File: config.mk
export PLATFORM = sky130hd
export DESIGN_NAME = base64_stream_decoder
export DESIGN_NICKNAME = d
export VERILOG_FILES = /design/src/rtl/b64d_pkg.sv /design/src/rtl/base64_stream_decoder.sv
export SDC_FILE = /design/constraint.sdc
export NUM_CORES = 1
export LEC_CHECK = 0
export BUFFER_PORTS_ARGS = -buffer_cell sky130_fd_sc_hd__buf_2
export CAP_MARGIN = 20
export CORE_MARGIN = 2
export CORE_UTILIZATION = 45
export DETAILED_ROUTE_END_ITERATION = 8
export SYNTH_ARGS = -nofsm -noshare
export SYNTH_HDL_FRONTEND = slang
export SYNTH_SLANG_ARGS = --single-unit
File: constraint.sdc
create_clock -name clk -period 5.2 [get_ports clk]
set_input_delay 0.26 -clock clk [delete_from_list [all_inputs] [get_ports clk]]
set_output_delay 0.26 -clock clk [all_outputs]
set_load 0.01 [all_outputs]
File: src/rtl/b64d_pkg.sv
// ----------------------------------------------------------------------------
// b64d_pkg
// Constants, status codes and the character-to-sextet map of the decoder.
// ----------------------------------------------------------------------------
package b64d_pkg;

  // stream status codes, carried with the final transfer of a stream
  localparam logic [1:0] STATUS_OK       = 2'd0;
  localparam logic [1:0] STATUS_BAD_CHAR = 2'd1;
  localparam logic [1:0] STATUS_BAD_LEN  = 2'd2;

  // characters of the alphabet and the pad
  localparam logic [7:0] CH_PAD     = 8'h3D;
  localparam logic [7:0] CH_UPPER_A = 8'h41;
  localparam logic [7:0] CH_UPPER_Z = 8'h5A;
  localparam logic [7:0] CH_LOWER_A = 8'h61;
  localparam logic [7:0] CH_LOWER_Z = 8'h7A;
  localparam logic [7:0] CH_DIGIT_0 = 8'h30;
  localparam logic [7:0] CH_DIGIT_9 = 8'h39;
  localparam logic [7:0] CH_PLUS    = 8'h2B;
  localparam logic [7:0] CH_SLASH   = 8'h2F;

  localparam logic [7:0] LOWER_OFS  = 8'd26;
  localparam logic [7:0] DIGIT_OFS  = 8'd52;
  localparam logic [5:0] SEXTET_PLUS  = 6'd62;
  localparam logic [5:0] SEXTET_SLASH = 6'd63;

  // group layout
  localparam logic [1:0] POS_THIRD = 2'd2;
  localparam logic [1:0] POS_LAST  = 2'd3;

  typedef struct packed {
    logic       bad;
    logic [5:0] val;
  } sextet_t;

  // maps one character to its sextet, flags anything outside the alphabet
  function automatic sextet_t sextet_of(input logic [7:0] ch);
    sextet_t    r;
    logic [7:0] d;
    r.bad = 1'b0;
    r.val = '0;
    d     = '0;
    if (ch >= CH_UPPER_A && ch <= CH_UPPER_Z) begin
      d     = ch - CH_UPPER_A;
      r.val = d[5:0];
    end else if (ch >= CH_LOWER_A && ch <= CH_LOWER_Z) begin
      d     = ch - CH_LOWER_A + LOWER_OFS;
      r.val = d[5:0];
    end else if (ch >= CH_DIGIT_0 && ch <= CH_DIGIT_9) begin
      d     = ch - CH_DIGIT_0 + DIGIT_OFS;
      r.val = d[5:0];
    end else if (ch == CH_PLUS) begin
      r.val = SEXTET_PLUS;
    end else if (ch == CH_SLASH) begin
      r.val = SEXTET_SLASH;
    end else begin
      r.bad = 1'b1;
    end
    return r;
  endfunction

endpackage

File: src/rtl/base64_stream_decoder.sv
// ----------------------------------------------------------------------------
// base64_stream_decoder
// Base64 (standard alphabet) stream decoder, one character in per transfer.
// ----------------------------------------------------------------------------
// Takes one Base64 character per input transfer (tlast marks the last
// character of the encoded stream) and gives one decoded byte per output
// transfer. Characters group in fours from the start of the stream; the
// fourth character of a group loads the group register with up to three
// bytes, which leave one per cycle while not stalled. Characters in places
// 0..2 are taken every cycle without waiting on the output side. The fourth
// character of a group, and a tlast on a short group, are taken once the
// group register is empty or handing over its last byte, so a continuous
// stream runs at one character per cycle with a ready sink; the group register
// is the only point of back-pressure. On the final transfer of a stream,
// tuser carries a status: ok, invalid character (sticky over the stream), or
// bad length. A bad length gives a single status-only transfer (byte_valid
// low) and drops the partial group. Bytes are sent as soon as their group is
// complete, ahead of the status. Padding: '=' in place 2 of the last group
// gives one byte and the fourth character is ignored; '=' in place 3 only
// gives two bytes; '=' anywhere else counts as an invalid character.
// s_axis_tready depends combinationally on s_axis_tlast and m_axis_tready.
module base64_stream_decoder
  import b64d_pkg::*;
(
  input  logic       clk,
  input  logic       rst,
  // input character stream
  input  logic       s_axis_tvalid,
  output logic       s_axis_tready,
  input  logic [7:0] s_axis_tdata,   // [7:0] char_in
  input  logic       s_axis_tlast,   // stream_end
  // decoded byte stream
  output logic       m_axis_tvalid,
  input  logic       m_axis_tready,
  output logic [7:0] m_axis_tdata,   // [7:0] data_byte
  output logic       m_axis_tlast,   // run_last
  output logic [3:0] m_axis_tuser    // [0] byte_valid, [1] stream_done, [3:2] status
);

  // decoder state
  logic [1:0]  pos;        // place of the next character in its group
  logic [17:0] acc;        // sextets of places 0..2
  logic        pad_seen;   // '=' in place 2 of this group
  logic        err;        // invalid character seen in this stream

  // group register, drained one byte per transfer
  logic        out_busy;
  logic [23:0] out_bits;
  logic [1:0]  out_cnt;    // results held, 1..3
  logic [1:0]  out_idx;    // result now offered
  logic        out_end;    // group closes the stream
  logic        out_bytes;  // 0 for a status-only result
  logic [1:0]  out_status;

  logic        in_xfer;
  logic        out_xfer;
  logic        out_free;   // group register can take a new load this cycle
  logic        has_result; // the offered character produces transfers

  sextet_t     sx;
  logic        is_pad;
  logic [5:0]  sext;
  logic        err_next;
  logic        pad_next;
  logic [1:0]  cnt_next;
  logic [1:0]  status_next;
  logic [4:0]  shift_amt;
  logic [23:0] byte_sel;

  // ---------------------------------------------------------------------
  // handshakes
  // ---------------------------------------------------------------------
  assign out_xfer   = m_axis_tvalid && m_axis_tready;
  assign out_free   = !out_busy || (out_xfer && (out_idx == out_cnt - 2'd1));
  assign has_result = (pos == POS_LAST) || s_axis_tlast;
  // places 0..2 wait on the output side only when they carry tlast
  assign s_axis_tready = !has_result || out_free;
  assign in_xfer       = s_axis_tvalid && s_axis_tready;

  // ---------------------------------------------------------------------
  // per-character decode
  // ---------------------------------------------------------------------
  always_comb begin
    sx          = sextet_of(s_axis_tdata);
    is_pad      = (s_axis_tdata == CH_PAD);
    sext        = sx.val;
    err_next    = err;
    pad_next    = pad_seen;
    cnt_next    = 2'd3;
    status_next = STATUS_OK;
    if (pos != POS_LAST) begin
      if (pos == POS_THIRD && is_pad) begin
        // pad in place 2 is fine only if the stream ends with this group
        pad_next = 1'b1;
        sext     = '0;
      end else if (sx.bad) begin
        err_next = 1'b1;
      end
      cnt_next    = 2'd1;
      status_next = STATUS_BAD_LEN;
    end else begin
      if (s_axis_tlast && pad_seen) begin
        // fourth character ignored after an early pad
        cnt_next = 2'd1;
        sext     = '0;
      end else if (s_axis_tlast && is_pad) begin
        cnt_next = 2'd2;
        sext     = '0;
      end else begin
        // a pad in place 2 of a middle group is an invalid character
        err_next = err || pad_seen || sx.bad;
        if (sx.bad) begin
          sext = '0;
        end
      end
      status_next = err_next ? STATUS_BAD_CHAR : STATUS_OK;
    end
  end

  // ---------------------------------------------------------------------
  // state and group register
  // ---------------------------------------------------------------------
  always_ff @(posedge clk) begin
    if (rst) begin
      pos      <= '0;
      acc      <= '0;
      pad_seen <= 1'b0;
      err      <= 1'b0;
      out_busy <= 1'b0;
      out_idx  <= '0;
    end else begin
      if (in_xfer && !has_result) begin
        // places 0..2: shift the sextet in
        acc      <= {acc[11:0], sext};
        pos      <= pos + 2'd1;
        pad_seen <= pad_next;
        err      <= err_next;
      end

      if (in_xfer && has_result) begin
        // group closes: load the group register, taking over from a last
        // result that leaves in the same cycle
        out_busy   <= 1'b1;
        out_idx    <= '0;
        out_cnt    <= cnt_next;
        out_end    <= s_axis_tlast;
        out_bytes  <= (pos == POS_LAST);
        out_bits   <= {acc, sext};
        out_status <= status_next;
        pos        <= '0;
        acc        <= '0;
        pad_seen   <= 1'b0;
        // the sticky error lasts until the stream ends
        err        <= s_axis_tlast ? 1'b0 : err_next;
      end else if (out_xfer) begin
        // drain one result per transfer
        if (out_idx == out_cnt - 2'd1) begin
          out_busy <= 1'b0;
        end else begin
          out_idx <= out_idx + 2'd1;
        end
      end
    end
  end

  // ---------------------------------------------------------------------
  // output fields, byte k of the group sits at bits [23-8k -: 8]
  // ---------------------------------------------------------------------
  assign shift_amt = {out_idx, 3'b000};
  assign byte_sel  = out_bits << shift_amt;

  always_comb begin
    m_axis_tvalid   = out_busy;
    m_axis_tdata    = out_bytes ? byte_sel[23:16] : 8'd0;
    m_axis_tlast    = (out_idx == out_cnt - 2'd1);
    m_axis_tuser[0] = out_bytes;
    m_axis_tuser[1] = m_axis_tlast && out_end;
    m_axis_tuser[3:2] = (m_axis_tlast && out_end) ? out_status : STATUS_OK;
  end

`ifndef SYNTH
  // the offered result always lies inside the loaded group
  a_idx_in_group: assert property (@(posedge clk) disable iff (rst)
    out_busy |-> (out_idx < out_cnt) && (out_cnt != 2'd0))
    else $error("result index beyond group");

  // a group load never overwrites results still waiting
  a_no_overwrite: assert property (@(posedge clk) disable iff (rst)
    (in_xfer && has_result) |-> (!out_busy || (out_xfer && m_axis_tlast)))
    else $error("group register overwritten");

  // the end of a stream brings the decoder back to its start state
  a_end_clears: assert property (@(posedge clk) disable iff (rst)
    (in_xfer && s_axis_tlast) |=> (pos == 2'd0) && !err && !pad_seen)
    else $error("state not cleared at stream end");

  // a bad length is reported as a single status-only transfer
  a_bad_len_alone: assert property (@(posedge clk) disable iff (rst)
    (m_axis_tvalid && !m_axis_tuser[0]) |->
      (m_axis_tlast && m_axis_tuser[1] && m_axis_tuser[3:2] == STATUS_BAD_LEN))
    else $error("status-only transfer malformed");
`endif

endmodule

==> After elaboration in Yosys (flattened, before gate mapping) <==
Index checks and enable logic that the tools add are counted.
{ "classes": {"eq_ne": 7, "order_cmp": 6, "shifts": 1, "reduce_logical": 28, "bitwise_logic": 2, "muxes": 31, "n_addsub": 8} }
{ "op_table": {"columns": ["operator", "count"], "rows": [
  ["6-bit two-way mux", 10],
  ["8-bit by 6-bit equality test with 1-bit output (second input constant)", 3],
  ["24-bit by 5-bit << shifter with 24-bit output", 1],
  ["1-bit two-way mux", 19],
  ["8-bit by 7-bit >= comparator with 1-bit output (second input constant)", 2],
  ["8-bit by 7-bit less-or-equal comparator with 1-bit output (second input constant)", 2],
  ["1-bit logical AND", 12],
  ["6-bit subtractor (second input constant)", 2],
  ["8-bit by 6-bit >= comparator with 1-bit output (second input constant)", 1],
  ["8-bit by 6-bit less-or-equal comparator with 1-bit output (second input constant)", 1],
  ["8-bit two-way mux", 1],
  ["6-bit by 5-bit adder with 6-bit output (second input constant)", 1],
  ["6-bit adder (second input constant)", 1],
  ["2-bit AND reduction", 3],
  ["2-bit nonzero test", 3],
  ["6-bit by 1-bit subtractor with 6-bit output (second input constant)", 1],
  ["1-bit logical OR", 5],
  ["2-bit by 1-bit adder with 2-bit output (second input constant)", 2],
  ["2-bit equality test (second input constant)", 2],
  ["2-bit OR reduction", 2],
  ["3-bit AND reduction", 1],
  ["2-bit equality test", 1],
  ["1-bit zero test", 2],
  ["2-bit two-way mux", 1],
  ["other kinds (3)", 4]
]} }
{ "word_totals": {"reg_bits": 55, "inputBits": 13, "word_cells": 94, "output_inout_bits": 15} }

==> Depth between registers and ports, before layout <==
Gate-level depths: netlist (run 1).
{ "logic_depth": {"depth_word": 13, "depth_mapped": 8} }

==> Least setup slack after synthesis (run 1) <==
Ideal clock, no wire load.
{ "synth_path": {"path_kind": "reg-to-reg", "start": "register out_cnt[1]", "end": "register out_bits[0], enable pin", "path_stages_with_launch": 6, "setup_ns": 0.461, "t_arrival_ns": 3.687, "slack_ns": 1.052, "required_ns": 4.739, "path_cell_list": "edfxtp_1 -> xnor2_1 -> mux2i_1 -> a21boi_1 -> o21ai_0 -> nor3b_1"} }
{ "synth_via": {"elab_chain_cells": 8} }
{ "synth_lines": {"columns": ["element", "line_no", "text"], "rows": [
  ["start: declaration", "base64_stream_decoder.sv:49", "logic [1:0] out_cnt;"],
  ["start signal: assignment", "base64_stream_decoder.sv:145", "out_cnt <= cnt_next;"],
  ["2-bit by 1-bit subtractor with 2-bit output", null, null],
  ["2-bit equality test", null, null],
  ["named net m_axis_tlast", "base64_stream_decoder.sv:36", "output logic m_axis_tlast,"],
  ["1-bit logical AND", "base64_stream_decoder.sv:74", "assign out_free = !out_busy || (out_xfer && (out_idx == out_cnt - 2'd1));"],
  ["1-bit logical OR", "base64_stream_decoder.sv:74", null],
  ["1-bit logical OR", "base64_stream_decoder.sv:77", "assign s_axis_tready = !has_result || out_free;"],
  ["named net s_axis_tready", "base64_stream_decoder.sv:29", "output logic s_axis_tready,"],
  ["1-bit logical AND", "base64_stream_decoder.sv:78", "assign in_xfer = s_axis_tvalid && s_axis_tready;"],
  ["1-bit logical AND", "base64_stream_decoder.sv:140", "if (in_xfer && has_result) begin"],
  ["2-bit AND reduction (no line)", null, null],
  ["end signal: assignment", "base64_stream_decoder.sv:148", "out_bits <= {acc, sext};"],
  ["end: declaration", "base64_stream_decoder.sv:48", "logic [23:0] out_bits;"]
]} }
The timed path passes the listed nets, and every way through them passes these cells.
A chain may end at the register's enable or synchronous reset.

==> Worst setup path in the final report (run 1) <==
{ "layout_path": {"start": "register out_idx[1]", "end": "register out_bits[8], enable pin"} }
{ "layout_via": {"elab_chain_cells": 7} }
{ "layout_lines": {"columns": ["element", "line_no", "text"], "rows": [
  ["start: declaration", "base64_stream_decoder.sv:50", "logic [1:0] out_idx;"],
  ["start signal: assignment", "base64_stream_decoder.sv:160", "out_idx <= out_idx + 2'd1;"],
  ["2-bit equality test", "base64_stream_decoder.sv:74", null],
  ["1-bit logical AND", "base64_stream_decoder.sv:74", null],
  ["1-bit logical OR", "base64_stream_decoder.sv:74", null],
  ["1-bit logical OR", "base64_stream_decoder.sv:77", null],
  ["1-bit logical AND", "base64_stream_decoder.sv:78", null],
  ["1-bit logical AND", "base64_stream_decoder.sv:140", null],
  ["2-bit AND reduction (no line)", null, null]
]} }
No other way between the ends.

==> impl_metrics.yaml, run 1 <==
pwr:
  pwr-share-comb_pct: 11.2
  p_per_area_nw_per_um2: 257
  vdd_drop_max_uv: 143
  pwr-share-seq_pct: 58.7
  swShare_pct: 24.5
  leakage_nw: 1.12
  power_w: 0.000807
  internal-power_w: 0.000609
  clkPwrFrac_pct: 30.1
  switching_power_w: 0.000197
worst_setup_path:
  timing.rr.end: "out_bits[8]"
  cp-end-kind: "register"
  rrSetupSlack_ps: 2620
  timing.rr.start: "out_idx[1]"
  crit_path_max_fanout: 30
  required_ps: 5170
  crit_type: "register to register"
  critPathArrivalTime_ps: 2550
  crit_path_start_kind: "register"
  rr_worst_depth: 6
min_path:
  holdPathStages: 2
  holdPathEnd: "m_axis_tvalid"
  min_from: "rst"
  hp-class: "input port to register"
cells_and_area:
  layout.nets: 335
  fillers: 598
  drive_above_1_share_pct: 14.4
  layout_common_cells: "nand2_1, edfxtp_1, buf_2, dfxtp_1, a21oi_1"
  n_antenna_cell: 0
  final_common_cell: "nand2_1"
  area.growth.synth_to_final_pct: 10.0
grt:
  grt_max_degree: 31
  overflow: 0
  grt_first_pass_wirelength_mm: 9.90
  antenna_found_initial: 0
  grt_usage_pct: 17.5
  grt_pass1_vias: 1990
clock_network:
  clk_pin_slew_ps: 90
  clk_latency_ps: 300
  cts_tree: "yes"
  post_cts_buffers: 0
  cts_buffers: 5
  cts.path.max_buffers: 2
  clockRootBuffer: "clkbuf_8"
  cts_num_sinks: 55
  cts.htree.levels: 2
  post_cts_resized: 0
  cts_hold_buf: 0
timing:
  min_period_over_period_pct: 49.7
  slew_violations: 0
  max_slew_margin_pct: 51.6
  timing_hold_violations_final: 0
  max_freq_mhz: 387
  timing.final.ws_setup_ps: 2620
  worstMarginPinSlew_ps: 726
  setup_violations: 0
  fin_skew_ps: 4.82
  fin_crit_ps: 2580
  rsz0062_at_grt: "no"
  fin_setup_tns_ps: 0
die:
  die_x_um: 83.6
  die_h_um: 83.6
  rows: 28
  core_area_um2: 6030
  dieArea_um2: 6980
  ios: 28
  initial_core_util_pct: 47.3
routing:
  route.detailed.drc: 0
  drt-vias-per-instance: 5.51
  drt_wl_total_mm: 5.83
  via_count: 2132
  drtIter0Drc: 94
  postRouteAntennaNets: 0
  drt_first_pass_iters: 4
  wire_per_inst_um: 15.1
synth:
  synth-edff-count: 30
  yosys_warnings: 0
  synth.distinct_cells: 55
  synth-seq-cells: 55
  synth_ff_type: "edfxtp_1"
  ys_seq_area_share_pct: 49.2
  synthCells: 289
  syn_area_um2: 2850
  async_flop_share_pct: 0
  syn-num-nets: 313
  syn_area_per_cell_um2: 9.86
place:
  gp_congestion: 0.908
  pre_cts_ws_ps: 2590
  numPortBuffers: 27
  hpwl_mm: 4.23
job:
  drv_cap: 0
run_status:
  outcome: "finished clean"
## cells in the mapped netlist (all sizes together) (2+ instances only)
cell / number / area (um2)
nor3b: 2 / 15.0
o21bai: 2 / 15.0
or3: 2 / 12.5
o22ai: 2 / 12.5
a221o: 3 / 30.0
nor2: 19 / 71.3
a311oi: 2 / 23.8
a31oi: 4 / 25.0
xor2: 2 / 17.5
nand2b: 6 / 37.5
o221ai: 2 / 17.5
ha: 11 / 138
a21oi: 22 / 114
o21ai: 15 / 75.1
nand4: 2 / 12.5
nand3: 4 / 20.0
a32oi: 3 / 26.3
a21o: 2 / 22.5
nor2b: 2 / 12.5
dfxtp: 25 / 500
buf: 5 / 28.8
inv: 11 / 41.3
xnor2: 7 / 61.3
clkbuf: 9 / 33.8
and3: 3 / 18.8
and2: 11 / 68.8
o31ai: 2 / 15.0
nand2: 51 / 191
edfxtp: 30 / 901
mux2i: 9 / 90.1
or3b: 2 / 20.0
## logic make-up (layout without fill, tap and decap cells)
| kind of cell | after synthesis | after routing | share of synthesized area (%) |
|---|---|---|---|
| AO/OA/AOI/OAI | 71 | 71 | 17.5 |
| multiplexers | 9 | 9 | 3.16 |
| buffers and inverters | 25 | 48 | 3.64 |
| flip-flops | 55 | 55 | 49.2 |
| adder cells (fa/ha/maj) | 11 | 11 | 4.83 |
| AND/OR/NAND/NOR | 109 | 109 | 18.9 |
| XOR/XNOR | 9 | 9 | 2.77 |
## per-layer routing
metal / part of all wire, % / GRT usage [%]
met1: 50 / 25.1
met2: 45 / 27.4
met3: 3.8 / 3.46
met4: 1.2 / 4.25
met5: 0 / 0
## worst max-delay path by stage
stage	depth (start not counted)	endpoint	start	slack, ps
3_3_place_gp	6	out_bits[15]	out_idx[1]	2650
4_1_cts	6	out_bits[16]	out_idx[1]	2570
3_5_place_dp	6	out_bits[7]	out_idx[1]	2590
6_report	6	out_bits[8]	out_idx[1]	2620
2_1_floorplan	5	out_bits[0]	out_cnt[1]	1050
5_1_grt	6	out_bits[10]	out_idx[1]	2310
## metrics by stage
step / cells / util, % / instance area, um2 / hold WS (ps)
floorplan: 289 / - / 2850 / 329
global placement: 379 / 50.4 / 3040 / 415
detailed placement: 379 / 50.4 / 3040 / 417
CTS: 387 / 52.0 / 3130 / 142
global route: 387 / 52.0 / 3130 / 146
finish: 387 / 52.0 / 3130 / 154
## power by group through the flow
| stage | Sequential [W] | Clock [W] | Combinational [W] |
|---|---|---|---|
| 2_1_floorplan | 0.000481 | 0 | 0.0000634 |
| 5_1_grt | 0.000475 | 0.000268 | 0.000101 |
| 6_report | 0.000473 | 0.000243 | 0.0000905 |
| 3_3_place_gp | 0.000483 | 0 | 0.0000898 |
| 3_5_place_dp | 0.000484 | 0 | 0.0000903 |
| 4_1_cts | 0.000473 | 0.000251 | 0.0000908 |
## area by class of cell
type / instances / area, um2 / area share [%]
Sequential cell: 55 / 1400 / 44.7
Multi-Input combinational cell: 209 / 1350 / 43.0
Timing Repair Buffer: 29 / 150 / 4.79
Tap cell: 75 / 93.8 / 2.99
Clock buffer: 6 / 82.6 / 2.63
Inverter: 11 / 41.3 / 1.32
Clock inverter: 2 / 16.3 / 0.519
## flip-flops by register name (all words and copies together) (netlist names), 2 cells and up
name and flops:
acc 18, out_idx 2, pos 2, out_status 2
out_cnt 2, out_bits 24
## critical path, stage by stage (launching register included)
cell and delay [ps]:
dfxtp_1 720, xnor2_1 210, mux2i_1 440, a21boi_1 140, o21ai_0 150, nor3b_2 210
buf_4 370
Power figures use the tool's default switching activity.
==> inputs of run 2 (changes only) <==
PLACE_DENSITY = 0.66   (was unset)
clock period = 2.35 ns   (was 5.2 ns; I/O delays follow)
==> run 2 against run 1 <==
Cell area increased by 3.6%. Flip-flop and latch count unchanged. Combinational power increased by 140%. Sequential power increased by 120%. Hold slack got worse by 95 ps. Via count increased by 0.28%. Final cell count increased by 2.3%. Die area unchanged. Total power increased by 120%. Clock power increased by 100%. Wire length increased by 2.9%. Critical path type is now input port to register. Largest cell class unchanged. Largest power group unchanged. Highest routed layer unchanged.
==> impl_metrics.yaml, run 2 (same netlist as run 1, synthesis figures left out) <==
run_status:
  outcome: "finished clean"
routing:
  via_count: 2138
  postRouteAntennaNets: 0
  drt_first_pass_iters: 4
  wire_per_inst_um: 15.2
  drtIter0Drc: 110
  drt-vias-per-instance: 5.40
  route.detailed.drc: 0
  drt_wl_total_mm: 6.00
worst_setup_path:
  crit_path_max_fanout: 8
  cp-startpoint: "s_axis_tdata[0]"
  cp-end-kind: "register"
  crit_path_start_kind: "input port"
  crit_type: "input port to register"
  timing.rr.start: "pos[0]"
  critPathArrivalTime_ps: 2050
  required_ps: 2400
die:
  rows: 28
  die_x_um: 83.6
  initial_core_util_pct: 47.3
  dieArea_um2: 6980
  die_h_um: 83.6
  core_area_um2: 6030
  ios: 28
cells_and_area:
  drive_above_1_share_pct: 17.8
  layout_common_cells: "nand2_1, edfxtp_1, buf_2, dfxtp_1, a21oi_1"
  n_antenna_cell: 0
  layout.nets: 344
  area.growth.synth_to_final_pct: 14.0
  final_common_cell: "nand2_1"
  reg_top3: "out_bits: 24 flops, acc: 18 flops"
  largest_reg_flops: 24
  top_register: "out_bits"
  fillers: 555
pwr:
  pwr-share-seq_pct: 59.5
  clkPwrFrac_pct: 27.9
  pwr-share-comb_pct: 12.6
  internal-power_w: 0.00133
  power_w: 0.00176
  p_per_area_nw_per_um2: 542
  swShare_pct: 24.3
  vdd_drop_max_uv: 230
  switching_power_w: 0.000428
  leakage_nw: 1.18
timing:
  timing_hold_violations_final: 0
  fin_setup_tns_ps: 0
  max_freq_mhz: 499
  rsz0062_at_grt: "no"
  slew_violations: 0
  fin_skew_ps: 9.48
  fin_crit_ps: 2010
  max_slew_margin_pct: 62.8
  setup_violations: 0
  worstMarginPinSlew_ps: 556
  timing.final.ws_setup_ps: 345
  min_period_over_period_pct: 85.3
clock_network:
  cts_buffers: 5
  clk_pin_slew_ps: 90
  clockRootBuffer: "clkbuf_8"
  cts_num_sinks: 55
  clk_latency_ps: 300
  post_cts_buffers: 0
  cts_hold_buf: 0
  cts_tree: "yes"
  cts.htree.levels: 2
  cts.path.max_buffers: 2
  post_cts_resized: 0
place:
  numPortBuffers: 27
  pre_cts_ws_ps: 49.8
  gp_congestion: 0.903
  hpwl_mm: 4.50
grt:
  antenna_found_initial: 0
  grt_max_degree: 31
  overflow: 0
  grt_usage_pct: 17.6
  grt_first_pass_wirelength_mm: 10.1
  grt_pass1_vias: 2033
job:
  drv_cap: 0
min_path:
  min_from: "rst"
  hp-class: "input port to register"
run 2: path summary, 6_finish.rpt:
| check | to | slack (ps) | depth (start not counted) |
|---|---|---|---|
| hold / removal | m_axis_tvalid | 60 | 2 |
| setup / recovery | out_bits[1] | 340 | 9 |
| hold reg to reg | out_bits[19] | 440 | 0 |
| setup reg to reg | out_bits[1] | 390 | 6 |
run 2: power by group through the flow:
stage,registers (W),logic [W],clock network [W]
floorplan,0.00106,0.000145,0
global placement,0.00107,0.000221,0
detailed placement,0.00107,0.000221,0
CTS,0.00105,0.000222,0.000507
global route,0.00105,0.000246,0.000536
finish,0.00105,0.000221,0.000491
run 2: area by class of cell:
type	instances	area, um2	share of cell area, %
inverter	11	41.3	1.27
clock buffer	6	72.6	2.24
sequential	55	1400	43.2
tap	75	93.8	2.89
timing repair buffer	38	243	7.48
multi-input combinational	209	1380	42.6
clock inverter	2	12.5	0.385
run 2: worst max-delay path, cell delays in order:
cell and delay (ps):
buf_2 150, inv_1 130, ha_1 280, nand2b_1 100, a21oi_2 220, and2b_4 250, o41ai_4 520, o21bai_1 210
inv_1 70
run 2: routing by layer:
layer	routed length (um)	vias up	GRT usage, %
met2	2900	48	29.0
met1	2860	992	24.2
met4	64	0	5.57
li1	-	1094	-
met5	0	-	0
met3	173	4	1.98
run 2: per-stage QoR:
step	instances	util (%)	hold slack, ps	cell area (um2)
finish	396	53.9	58.7	3250
CTS	396	53.9	40.2	3250
floorplan	289	-	187	2890
detailed placement	388	52.5	364	3160
global placement	388	52.5	355	3160
global route	396	53.9	46.8	3250
==> inputs of run 3 (changes only) <==
CORE_ASPECT_RATIO = 0.75   (was unset)
PLACE_DENSITY = 0.63   (was 0.66)
==> run 3 against run 2 <==
Setup slack worse by 33 ps. Maximum frequency down 1.6%. Global-route usage up 0.46 points. Wire length down 2.6%. Critical path depth down 3. Sequential share of layout area down 0.10 points. Clock power up 2%.
==> impl_metrics.yaml, run 3 (same netlist as run 1, synthesis figures left out) <==
pwr:
  leakage_nw: 1.18
  p_per_area_nw_per_um2: 543
  internal-power_w: 0.00133
  pwr-share-comb_pct: 12.5
  vdd_drop_max_uv: 326
  clkPwrFrac_pct: 28.3
  swShare_pct: 24.6
  pwr-share-seq_pct: 59.2
  switching_power_w: 0.000435
routing:
  drt_first_pass_iters: 4
  drt_wl_total_mm: 5.84
  wire_per_inst_um: 14.5
  drt-vias-per-instance: 5.37
  route.detailed.drc: 0
  postRouteAntennaNets: 0
  via_count: 2159
  drtIter0Drc: 150
clock_network:
  cts_hold_buf: 0
  cts_buffers: 5
  clk_pin_slew_ps: 90
  cts_num_sinks: 55
  cts_tree: "yes"
  post_cts_resized: 0
  cts.htree.levels: 2
  clockRootBuffer: "clkbuf_8"
  post_cts_buffers: 0
  clk_latency_ps: 310
  cts.path.max_buffers: 2
worst_setup_path:
  timing.rr.end: "acc[3]"
  slowest_stage: "nor2b_1"
  cp_slowest_stage_delay_ps: 540
  timing.rr.start: "pos[0]"
  rr_worst_depth: 6
  required_ps: 2230
  crit_path_start_kind: "register"
  critPathArrivalTime_ps: 1920
  cp-end-kind: "output pin"
  crit_path_max_fanout: 11
  cp_cell_sequence: "buf_4 > nor2b_1 > nand2_1 > o21ai_0 > and2_1 > buf_2"
  crit_type: "register to output pin"
  rrSetupSlack_ps: 330
timing:
  max_slew_margin_pct: 58.3
  min_period_over_period_pct: 86.7
  fin_crit_ps: 2040
  fin_skew_ps: 10.6
  setup_violations: 0
  slew_violations: 0
  rsz0062_at_grt: "no"
  max_freq_mhz: 491
  timing_hold_violations_final: 0
  worstMarginPinSlew_ps: 624
grt:
  grt_first_pass_wirelength_mm: 9.65
  antenna_found_initial: 0
  grt_pass1_vias: 1997
  overflow: 0
  grt_max_degree: 31
  grt_usage_pct: 18.0
cells_and_area:
  largest_reg_flops: 24
  layout.nets: 344
  regArea_um2: 1400
  final_util_pct: 52.3
  n_antenna_cell: 0
  drive_above_1_share_pct: 17.4
  area.growth.synth_to_final_pct: 14.2
  fin_area_um2: 3250
  multiInputGateArea_um2: 1380
  reg_top3: "out_bits: 24 flops, acc: 18 flops"
  top_register: "out_bits"
  final_common_cell: "nand2_1"
  layout_common_cells: "nand2_1, edfxtp_1, buf_2, dfxtp_1, a21oi_1"
  fillers: 584
place:
  numPortBuffers: 27
  hpwl_mm: 4.33
  gp_congestion: 0.948
  place_area_um2: 3170
min_path:
  hp-class: "input port to register"
  holdPathEnd: "m_axis_tvalid"
  min_from: "rst"
  holdPathStages: 2
die:
  dieArea_um2: 6990
  rows: 25
  die_h_um: 72.9
  initial_core_util_pct: 45.8
  core_area_um2: 6220
  ios: 28
  die_x_um: 95.9
run_status:
  outcome: "finished clean"
job:
  drv_cap: 0
==> run 3: cell count changes in the layout (fill, tap and decap cells not counted) <==
cell | before | now
clkinv_1 | 0 | 1
clkinv_2 | 1 | 0
clkinv_4 | 0 | 1
clkinvlp_4 | 1 | 0
==> run 3: layout make-up <==
| type | instances | area share (%) |
|---|---|---|
| Inverter | 11 | 1.27 |
| Sequential cell | 55 | 43.1 |
| Clock buffer | 6 | 2.23 |
| Tap cell | 81 | 3.11 |
| Clock inverter | 2 | 0.384 |
| Timing Repair Buffer | 38 | 7.46 |
| Multi-Input combinational cell | 209 | 42.5 |
==> run 3: power groups by stage <==
stage | logic, W | clock network (W) | registers [W]
finish | 0.000221 | 0.000500 | 0.00104
global route | 0.000246 | 0.000553 | 0.00105
global placement | 0.000221 | 0 | 0.00107
floorplan | 0.000145 | 0 | 0.00106
CTS | 0.000221 | 0.000517 | 0.00105
detailed placement | 0.000220 | 0 | 0.00107
==> run 3: routing by layer <==
layer | wire length [um] | vias to the layer above | track usage [%] | part of all wire, %
met5 | 0 | - | 0 | 0
met1 | 2890 | 1003 | 25.7 | 50
li1 | - | 1091 | - | -
met2 | 2530 | 56 | 27.4 | 43
met4 | 67 | 0 | 5.56 | 1.1
met3 | 350 | 9 | 4.34 | 6.0
==> run 3: metrics by stage <==
stage               total power (W)  hold WS, ps  instances  setup TNS (ps)  setup WS (ps)
CTS                         0.00178         20.7        402               0            288
floorplan                   0.00121          187        289           -2780          -92.5
finish                      0.00177         30.6        402               0            312
global placement            0.00129          357        394               0            189
detailed placement          0.00129          362        394               0           83.9
global route                0.00185         25.6        402               0           79.2
==> run 3: critical path, delay by kind of cell, from the launching register on <==
family	cells	cell delay, ps
AO/OA/AOI/OAI	1	140
buffers and inverters	2	300
flip-flops	1	350
AND/OR/NAND/NOR	3	810
==> run 3: how the worst max path moves through the flow <==
stage / slack (ps) / endpoint / from / depth (start not counted)
final: 310 / m_axis_tdata[0] / out_idx[0] / 6
after global routing: 80 / m_axis_tdata[0] / out_idx[0] / 6
after CTS: 290 / m_axis_tdata[0] / out_idx[0] / 6
after detailed placement: 80 / out_bits[1] / s_axis_tdata[2] / 9
after global placement: 190 / out_bits[3] / s_axis_tdata[2] / 9
after floorplan: -90 / out_bits[0] / out_cnt[1] / 5
